**src/hw/rtl/dte_ram.sv**
```systemverilog
// Generic single-write, single-read synchronous RAM with a registered read port.
module dte_ram #(
   parameter int WIDTH = 8,
   parameter int DEPTH = 256
) (
   input  logic                     clock,
   input  logic                     wr_en,
   input  logic [$clog2(DEPTH)-1:0] wr_addr,
   input  logic [WIDTH-1:0]         wr_data,
   input  logic                     rd_en,
   input  logic [$clog2(DEPTH)-1:0] rd_addr,
   output logic [WIDTH-1:0]         rd_data
);

   logic [WIDTH-1:0] mem_ff [DEPTH];
   logic [WIDTH-1:0] rd_data_ff;

   always_ff @(posedge clock) begin
      if (wr_en) begin
         mem_ff[wr_addr] <= wr_data;
      end
      if (rd_en) begin
         rd_data_ff <= mem_ff[rd_addr];
      end
   end

   assign rd_data = rd_data_ff;

endmodule

```
**config.mk**
```make
export PLATFORM = sky130hd
export DESIGN_NAME = dte_ram
export DESIGN_NICKNAME = d
export VERILOG_FILES = /design/src/hw/rtl/dte_ram.sv
export SDC_FILE = /design/constraint.sdc
export NUM_CORES = 2
export LEC_CHECK = 0
export BUFFER_PORTS_ARGS = -buffer_cell sky130_fd_sc_hd__buf_4
export CORE_ASPECT_RATIO = 2
export CORE_MARGIN = 2
export CORE_UTILIZATION = 30
export DETAILED_ROUTE_END_ITERATION = 10
export PLACE_DENSITY = 0.42
export SLEW_MARGIN = 20
export SYNTH_ARGS = -nofsm -noshare
export SYNTH_HDL_FRONTEND = slang
export SYNTH_SLANG_ARGS = --single-unit
```
**constraint.sdc**
```tcl
create_clock -name clock -period 2.6 [get_ports clock]
set_input_delay 0.26 -clock clock [delete_from_list [all_inputs] [get_ports clock]]
set_output_delay 0.26 -clock clock [all_outputs]
set_load 0.02 [all_outputs]
```
==> After elaboration in Yosys (flattened, before gate mapping) <==
Memory sizes are Yosys's and may differ from the RTL's. A register that Yosys moved wholly into a read port is not among the register bits.
Cells that the tools add are included.
{ "totals": {"mem_count": 1, "ramBits": 2048, "ff_bits": 0, "elab_cells": 3} }
{ "classes": {"n_mux": 2} }
{ "memory_table": {"columns": ["name", "words", "width", "read_ports", "rd_ports_with_merged_regs", "write_ports", "line_no", "source"], "rows": [
  ["mem_ff", 256, 8, 1, 1, 1, "15", "logic [WIDTH-1:0] mem_ff [DEPTH];"]
]} }
{ "ops": {"columns": ["op", "n"], "rows": [
  ["2-to-1 mux 1 bit", 2]
]} }

==> Depth between registers and ports, before layout <==
{ "depth": {"word_depth": 2, "mapped_depth": 11, "ltp_nobuf": 6} }

==> Worst setup path before layout <==
Ideal clock, no wire load.
{ "synth_timing": {"path_kind": "input -> register", "startpoint": "in rd_addr[0]", "endpoint": "reg rd_data_ff[2] (netlist: rd_data[2]), read port of mem_ff, data pin", "path_stages": 9, "setup_ns": 0.269, "setup_slack_ns": 0.264, "t_arrival_ns": 2.067, "path_buffers": 4, "cell_sequence": "buf_6 buf_12 buf_8 buf_2 mux4_2 a22oi_1 a21oi_1 nor4_1 nor4_2"} }
{ "synth_rtl": {"columns": ["element", "line_no", "source"], "rows": [
  ["start, declared", "11", "input logic [$clog2(DEPTH)-1:0] rd_addr,"],
  ["end, declared", "16", "logic [WIDTH-1:0] rd_data_ff;"]
]} }

==> out/qor.txt <==
outcome: complete, but fails checks
failing checks: setup timing
CP endpoint kind: register
RePlAce Congestion: 0.7986
Clock Path Buffers: 4
DR DRC count: 0
Seq/Total Area, Yosys: 77.53%
Die ar.: 269800 um2
initial core utilization: 30.14%
Async SR Flop Fraction: 0%
fin nets: 4471
mux cell area share after synthesis: 14.60%
vias: 40.05k
Layout fillers: 24.32k
top sig layer: met5
DRT iter0 DRCs: 3227
Die Wd: 368.3 um
Net Count, Synth: 3760
measured slew at the worst slew-check pin: 0.9330 ns
RSZ-0062 raised after global routing: false
min Tclk post-route: 2.627 ns
final number of max-transition violations: 0
clk_skew: 0.04919 ns
largest net degree at the start of global routing: 101
fin cells: 8087
Post-Syn Instances: 3733
Yosys cell types: 54
data arrival time of the critical path: 3.23 ns
grt ovf: 0
synthesized area per cell: 21.33 um2
detail-routed via count per cell: 4.952
WS Path Type: register to register
first-pass GRT wire length: 348600 um
worst r2r path cells: 6
FMAX: 380.7 MHz
Post-Synth Adder-Cell Area: 0%
largest family of logic cells by synthesized area: multiplexers
worst setup margin: -0.02658 ns
Seq. cell area: 61740 um2
post-synthesis simple-gate area fraction: 2.625%
Final Hold Fails: 0
fraction of layout cells with a size suffix above 1: 32.97%
antenna violations before repair: 12
Setup Viol. Count Final: 1
met2 WL: 142800 um
HPWL after DPL: 175000 um
Req. time, crit path: 3.20 ns
Rel. slew slack: 37.64%
# IOs: 35
MaxCap Viol Count: 0
per-cell routed wire length: 30.90 um
Hold Path Stages: 2
Syn-to-layout area delta: 20.02%
clk root buf: clkbuf_16
post-synthesis xor/xnor area fraction: 0%
Mapped Area: 79640 um2
Hold WC Path Type: input pin to register
placed insts: 7745
Synth warnings: 0
Die H: 732.6 um
floorplan core area: 264300 um2
Setup WS pre-CTS: -1.108 ns
metal3 WL: 7520 um
vias in the first global route: 43.31k
final worst-path cycle share: 101.0%
Port Buf Inserts: 34
TritonRoute pass-1 iters: 8
multi-input logic area: 16720 um2
Crit Path Max Fanout: 2
VDD IR max: 0.5542 mV
total power: 68.37 mW
Setup TNS: -0.02658 ns
Primary FF master, synth: edfxtp_1
Post CTS Setup Buffer Count: 0
LEAKAGE: 30.39 nW
Row Count: 267
Clock Latency Late Sink: 0.87 ns
clk slew on worst S/H paths: 0.07 ns
startpoint types: register
Yosys reg bits: 2056
final wirelength: 249900 um
Sink Count: 2056
Synth Area in Compound Gates: 3.416%
CTS tree: built
H-tree depth: 4
Final ANT Viol Nets: 0
EDFF count, synth: 2056
Pwr per Cell Area: 715.4 nW/um2
WL met1: 89090 um
CTS buffer count: 185
gr usage total: 18.43%
==> critical path, stage by stage (launching register included) <==
cell and delay (ns):
edfxtp_1 0.36, mux4_2 0.50, mux4_2 0.55, nor2_4 0.15, a2111oi_4 0.07, nor3_4 0.57, nor4_1 0.14
==> state kept, by name, summed over array words and instances, names as in the netlist <==
name / flops
mem_ff: 2048
rd_data: 8
==> placed cells by master (no fill, tap or decap), types with 10 or more instances in the layout <==
cell type	instances
dlygate4sd3_1	10
nor4_1	18
bufinv_16	18
nor2b_1	26
a21oi_1	95
buf_8	10
clkinv_1	39
nor2_1	277
mux4_2	455
clkinv_2	33
clkbuf_1	29
mux2i_1	134
a22oi_1	131
nand2_1	33
nand3_1	25
a211oi_1	15
nor3_1	17
clkbuf_16	190
o221ai_1	46
diode_2	10
o211ai_1	10
buf_12	87
o22ai_1	28
o21ai_0	10
a221oi_1	13
nand4_1	10
edfxtp_1	2056
buf_4	649
==> layout make-up <==
| cell class | count | area share [%] |
|---|---|---|
| Timing Repair Buffer | 757 | 7.193 |
| Clock buffer | 219 | 5.088 |
| Inverter | 2 | 0.007855 |
| Antenna cell | 10 | 0.02618 |
| Tap cell | 3497 | 4.578 |
| Sequential cell | 2056 | 64.60 |
| Clock inverter | 104 | 1.018 |
| Multi-Input combinational cell | 1442 | 17.49 |
==> synth_stat cells (all sizes together), types with 5 or more instances <==
cell type,count,area [um2]
nand4,10,62.56
and2,6,37.54
a221oi,14,128.9
o221ai,47,417.9
o22a,5,43.79
nor4,27,187.7
o22ai,28,175.2
buf,122,1032
nor2,282,1059
o21ai,12,60.06
nand2,33,123.9
mux2i,134,1341
a2111oi,5,52.55
edfxtp,2056,61740
mux4,456,10280
o32ai,5,51.30
nand3,34,170.2
o211ai,10,75.07
nand2b,8,50.05
nor3,22,110.1
nor2b,31,193.9
clkbuf,111,416.7
a22o,8,70.07
a21oi,96,480.5
a211oi,16,120.1
a22oi,133,998.5
==> what timing repair did <==
action                                  CTS  global route
hold buffers                             10             0
resized for setup                        23             3
pin swaps                                 9             2
hold endpoints to repair                333             0
endpoints found under the setup margin    5             4
==> layer usage <==
metal | GRT usage, % | vias to the layer above
li1 | - | 17090
met1 | 19.82 | 21812
met2 | 36.27 | 790
met3 | 1.987 | 352
met4 | 7.009 | 4
met5 | 0 | -
==> metrics by stage <==
step	instance area [um2]	hold slack (ns)	utilization (%)
final	95580	0.06273	36.17
after global routing	95560	0.06585	36.16
after CTS	95540	0.01360	36.15
after detailed placement	89490	0.6719	33.86
after global placement	89480	0.6743	33.86
after floorplan	79640	0.3589	-
==> where the power goes <==
group / total (mW) / leakage (nW) / switching (mW) / internal (mW)
Combinational: 4.21 / 9.05 / 2.58 / 1.63
Sequential: 36.6 / 18.5 / 0.0538 / 36.5
Clock: 27.6 / 2.85 / 12.5 / 15.1
==> final timing paths <==
| check | start | endpoint | slack, ns |
|---|---|---|---|
| worst max-delay path | mem_ff[143][1] | rd_data[1] | -0.03 |
| worst min-delay path | wr_data[4] | mem_ff[227][4] | 0.06 |
| worst max register to register | mem_ff[143][1] | rd_data[1] | -0.03 |
| worst min register to register | mem_ff[19][2] | rd_data[2] | 1.24 |
==> cells by family (layout without fill, tap and decap cells) <==
family	count (synthesis)	after routing
AO/OA/AOI/OAI	385	385
buffers and inverters	235	1082
flip-flops	2056	2056
multiplexers	591	591
other	0	10
AND/OR/NAND/NOR	466	466
(Power assumes the default switching activity.)
