**src/hw/rtl/dte_pkg.sv**
```systemverilog
// Package with the shared types, constants and default parameters of the token expander.
package dte_pkg;

   localparam int DEF_NUM_TOKENS    = 65536;
   localparam int DEF_DICT_BYTES    = 1048576;
   localparam int DEF_MAX_ENTRY_LEN = 16;

   localparam int RES_LIMIT = 16;

   localparam int TYPE_W   = 2;
   localparam int BADDR_W  = 20;
   localparam int BYTE_W   = 8;
   localparam int SLOT_W   = 17;
   localparam int OFFSET_W = 21;
   localparam int TOKEN_W  = 16;

   typedef enum logic [TYPE_W-1:0] {
      REQ_BYTE_WRITE   = 2'd0,
      REQ_OFFSET_WRITE = 2'd1,
      REQ_EXPAND       = 2'd2
   } req_kind_type;

   typedef enum logic [3:0] {
      ST_IDLE  = 4'b0001,
      ST_START = 4'b0010,
      ST_END   = 4'b0100,
      ST_EMIT  = 4'b1000
   } state_type;

   typedef struct packed {
      logic [BYTE_W-1:0] out_byte;
      logic              last_byte;
      logic              empty_entry;
      logic              truncated;
   } rsp_word_type;

endpackage

```
**src/hw/rtl/dte_queue.sv**
```systemverilog
// Two-word output queue that parts the byte read pipeline from the response channel.
module dte_queue
   import dte_pkg::*;
(
   input  logic         clock,
   input  logic         reset,
   input  logic         push,
   input  rsp_word_type push_word,
   input  logic         pop,
   output logic         head_valid,
   output rsp_word_type head_word,
   output logic [1:0]   count
);

   rsp_word_type slot_ff [2];
   logic         wr_ptr_ff, wr_ptr_in;
   logic         rd_ptr_ff, rd_ptr_in;
   logic [1:0]   count_ff, count_in;
   logic         do_pop;

   assign do_pop = pop && (count_ff != 2'd0);

   always_comb begin
      wr_ptr_in = push ? ~wr_ptr_ff : wr_ptr_ff;
      rd_ptr_in = do_pop ? ~rd_ptr_ff : rd_ptr_ff;
      count_in  = count_ff + {1'b0, push} - {1'b0, do_pop};
   end

   always_ff @(posedge clock) begin
      if (reset) begin
         wr_ptr_ff <= 1'b0;
         rd_ptr_ff <= 1'b0;
         count_ff  <= 2'd0;
      end else begin
         wr_ptr_ff <= wr_ptr_in;
         rd_ptr_ff <= rd_ptr_in;
         count_ff  <= count_in;
      end
   end

   always_ff @(posedge clock) begin
      if (push) begin
         slot_ff[wr_ptr_ff] <= push_word;
      end
   end

   assign head_valid = (count_ff != 2'd0);
   assign head_word  = slot_ff[rd_ptr_ff];
   assign count      = count_ff;

endmodule

```
**config.mk**
```make
export PLATFORM = sky130hd
export DESIGN_NAME = dte_queue
export DESIGN_NICKNAME = d
export VERILOG_FILES = /design/src/hw/rtl/dte_pkg.sv /design/src/hw/rtl/dte_queue.sv
export SDC_FILE = /design/constraint.sdc
export NUM_CORES = 1
export LEC_CHECK = 0
export ABC_AREA = 1
export BUFFER_PORTS_ARGS = -buffer_cell sky130_fd_sc_hd__buf_4
export CAP_MARGIN = 10
export CORE_MARGIN = 2
export CORE_UTILIZATION = 50
export DETAILED_ROUTE_END_ITERATION = 8
export PLACE_DENSITY = 0.82
export REMOVE_ABC_BUFFERS = 1
export SLEW_MARGIN = 20
export SYNTH_ARGS = -nofsm -noshare
export SYNTH_HDL_FRONTEND = slang
export SYNTH_SLANG_ARGS = --single-unit
```
**constraint.sdc**
```tcl
create_clock -name clock -period 2.5 [get_ports clock]
set_input_delay 0.5 -clock clock [delete_from_list [all_inputs] [get_ports clock]]
set_output_delay 0.5 -clock clock [all_outputs]
set_load 0.01 [all_outputs]
```
Word-level counts from Yosys, hierarchy flattened --
Memories as Yosys holds them, arrays and structs flattened. A register that Yosys moved wholly into a read port is not among the register bits. Cells that the tools add are included.
Word-level totals: word-level logic and storage cells 14, memory bits (read-only) 0, bits in latches 0, bits of input ports 15, flip-flop bits (word level) 4, output and inout port bits 14, memories kept 1, RAM bits 22
Memories:
- slot_ff | depth 2, width 11, read ports 1, clocked after memory_dff 1, wr ports 1, line dte_queue.sv:15 | rsp_word_type slot_ff [2];
Operators by class: multiply operators 0, $add $sub $neg 2, div/mod/pow operators 0, mux-type cells 4, equality and inequality tests 0, shift operators 0, bitwise operators 2, reduce and logical (&&, ||, !) cells 2, order comparisons 0
Operators with widths (number):
- two-way mux 1 bit | 4
- adder 2 x 1 -> 2 bit | 1
- NOT 1 bit | 2
- nonzero test 2 bit | 1
- subtractor 2 x 1 -> 2 bit | 1
- logical AND 1 bit | 1

Depth between registers and ports, before layout --
depth in word-level cells 4, mapped depth 10, gate-level depth less buffers 10

Least setup slack after synthesis --
No wires, ideal clock.
path kind in2reg, from in pop, to reg count_ff[1] (netlist: count[1]), path slack 1.071 ns, required time 2.385 ns, data arrival time 1.314 ns, stages on the path 8, setup time 0.115 ns, path through inv_1 > nor2_1 > ha_1 > inv_1 > ha_1 > nand2_1 > a21oi_1 > nor2_1
On the way: longest elaborated chain between the ends 2
Ends and longest elaborated chain:
- from (decl) | line dte_queue.sv:9 | input logic pop,
- logical AND 1 bit | line dte_queue.sv:21 | assign do_pop = pop && (count_ff != 2'd0);
- via do_pop | line dte_queue.sv:19 | logic do_pop;
- subtractor 2 x 1 -> 2 bit | line dte_queue.sv:26 | count_in = count_ff + {1'b0, push} - {1'b0, do_pop};
- to (signal assigned) | line dte_queue.sv:37 | count_ff <= count_in;
- to (decl) | line dte_queue.sv:18 | logic [1:0] count_ff, count_in;
The timed path passes the listed nets, and every way through them passes these cells. A chain may end at the register's enable or synchronous reset.

==> impl_metrics.toml <==
[outcome]
status = "completed"

[clocking]
clk_pin_slew_worst_paths_ns = 0.13
clock-root-buffer = "clkbuf_4"
post_cts_buffers = 0
worstSkewPairLatency_ns = 0.32
cts_made_buffers = 3
clkSinkCount = 27
clockBufferDepth = 2
cts_hold_buf = 0
postCtsResizedCells = 0
htreeDepth = 1
cts_tree = "yes"

[power_and_ir_drop]
power.switching_uw = 307
p_sw_frac = 0.281
power_frac_seq = 0.533
p_leak_uw = 0.000582
power_density_nw_per_um2 = 818
combPwrFrac = 0.308
total_power_uw = 1090
intPower_uw = 786
ir_worst_vdd_v = 0.000584
p_clk_frac = 0.160

[critical_path]
cp-end-kind = "primary output"
crit_required_ns = 2.00
r2r_cells = 8
crit_path_max_fanout = 11
crit_arrival_ns = 1.64
crit_type = "register to primary output"
cp-start-kind = "register"

[cells_and_area]
multi_input_area_sq_um = 263
n_antenna_cell = 0
fin_nets = 119
seq_area_sq_um = 761
areaGrowthSynthToFinish_pct = 25.1
num-fill-cells = 149
drive_gt1_frac = 0.436

[place]
gp_congestion = 0.628
io_buffer_count = 28
dpl.hpwl_microns = 1170

[timing]
rsz0062_at_grt = "false"
tightest_slew_ns = 0.671
drv_slew = 0
setup_viol = 0
layout_min_cycle_time_ns = 2.14
finClkSkew_ns = 0.00616
min_period_over_period = 0.856
hold_viol_final = 0
slew_headroom = 0.552
fin_tns_setup_ns = 0
fmax_ghz = 0.467

[routing]
postRouteAntennaNets = 0
drc_errors = 0
routedWlPerCell_microns = 11.7
vias = 601
first_pass_iters = 4
detail_route.iter0.violations = 10
viasPerCell = 4.70
routed_wl_microns = 1500

[floorplanning]
die_h_microns = 50.2
dieArea_sq_um = 2520
num_rows = 16
die_x_microns = 50.2
core-area_sq_um = 1980
start_util = 0.539
io_pins = 29

[logic_synthesis]
synth_top_cells_by_area = "edfxtp_1, mux2_4, dfxtp_1"
syn_area_sq_um = 1070
synth.distinct_cells = 12
ys.warnings.count = 0
synth_top_area_share = 0.618
synthCells = 69
seq_area_frac_synth = 0.712
yosys.area.top_type = "edfxtp_1"
syn_area_per_cell_sq_um = 15.5
synth-seq-cells = 27

[global_routing]
grt_overflow_total = 0
grt_start_max_net_pins = 16
grt_pass1_wl_microns = 2380
grt_usage = 0.133
antenna_found_initial = 0
grt_pass1_vias = 584

[worst_hold_path]
hold-path-cell-count = 2
hp-class = "primary input to register"

[job]
drv_cap = 0
## power by group through the flow
stage / Sequential (uW) / Clock [uW] / Combinational, uW
3_3_place_gp: 589 / 0 / 329
6_report: 582 / 175 / 336
3_5_place_dp: 594 / 0 / 341
4_1_cts: 583 / 184 / 342
5_1_grt: 588 / 199 / 375
2_1_floorplan: 589 / 0 / 195
## flip-flops by register name, indices dropped and copies added, names as in the netlist, named ones only
signal,cells
rd_ptr_ff,1
wr_ptr_ff,1
count,2
slot_ff,22
## critical path: stages (launching register included)
cell	delay, ns
dfxtp_1	0.78
mux2_2	0.41
buf_4	0.14
## per-layer routing
metal,global-route usage,part of all wire
met1,0.142,0.39
met2,0.228,0.52
met3,0.0268,0.061
met4,0.102,0.028
met5,0,0
## cells in the final DEF, fill, tap and decap left out
master	netlist	layout
dfxtp_1	5	5
nor3_1	1	1
nand2_1	6	6
nor2_1	9	9
ha_1	2	2
buf_4	0	29
mux2_2	1	1
mux2_4	10	10
nand3_1	2	2
clkbuf_4	0	3
clkinv_2	0	1
edfxtp_1	22	22
a21oi_1	1	1
inv_1	9	9
## cells by family after synthesis
family / synth area share
AO/OA/AOI/OAI: 0.00468
adder cells (fa/ha/maj): 0.0234
buffers and inverters: 0.0422
flip-flops: 0.712
multiplexers: 0.151
AND/OR/NAND/NOR: 0.0667
## cells in the mapped netlist
master,instances
dfxtp_1,5
nor2_1,9
inv_1,9
mux2_4,10
mux2_2,1
a21oi_1,1
buf_6,1
nor3_1,1
ha_1,2
nand2_1,6
nand3_1,2
edfxtp_1,22
## final timing paths
kind / from / endpoint / slack [ns]
max: register / head_word[10] / 0.36
min: reset / count[0] / 0.34
max reg2reg: count[1] / count[1] / 1.02
min reg2reg: rd_ptr_ff / rd_ptr_ff / 0.52
## stage by stage
step | cell area [sq um] | utilization | std cells | hold slack [ns] | setup slack, ns
after floorplan | 1060 | - | 68 | 0.467 | 0.942
after global placement | 1310 | 0.660 | 124 | 0.485 | 0.716
after detailed placement | 1310 | 0.660 | 124 | 0.499 | 0.707
after CTS | 1340 | 0.674 | 128 | 0.326 | 0.329
after global routing | 1340 | 0.674 | 128 | 0.327 | 0.275
final | 1340 | 0.674 | 128 | 0.339 | 0.360
## cell type report
cell class                 count  share of cell area
sequential                    27               0.569
multi-input combinational     32               0.197
timing repair buffer          29               0.163
inverter                       9              0.0253
tap                           27              0.0253
clock buffer                   3              0.0169
clock inverter                 1             0.00375
No activity file was read; power rests on OpenSTA's default activity.
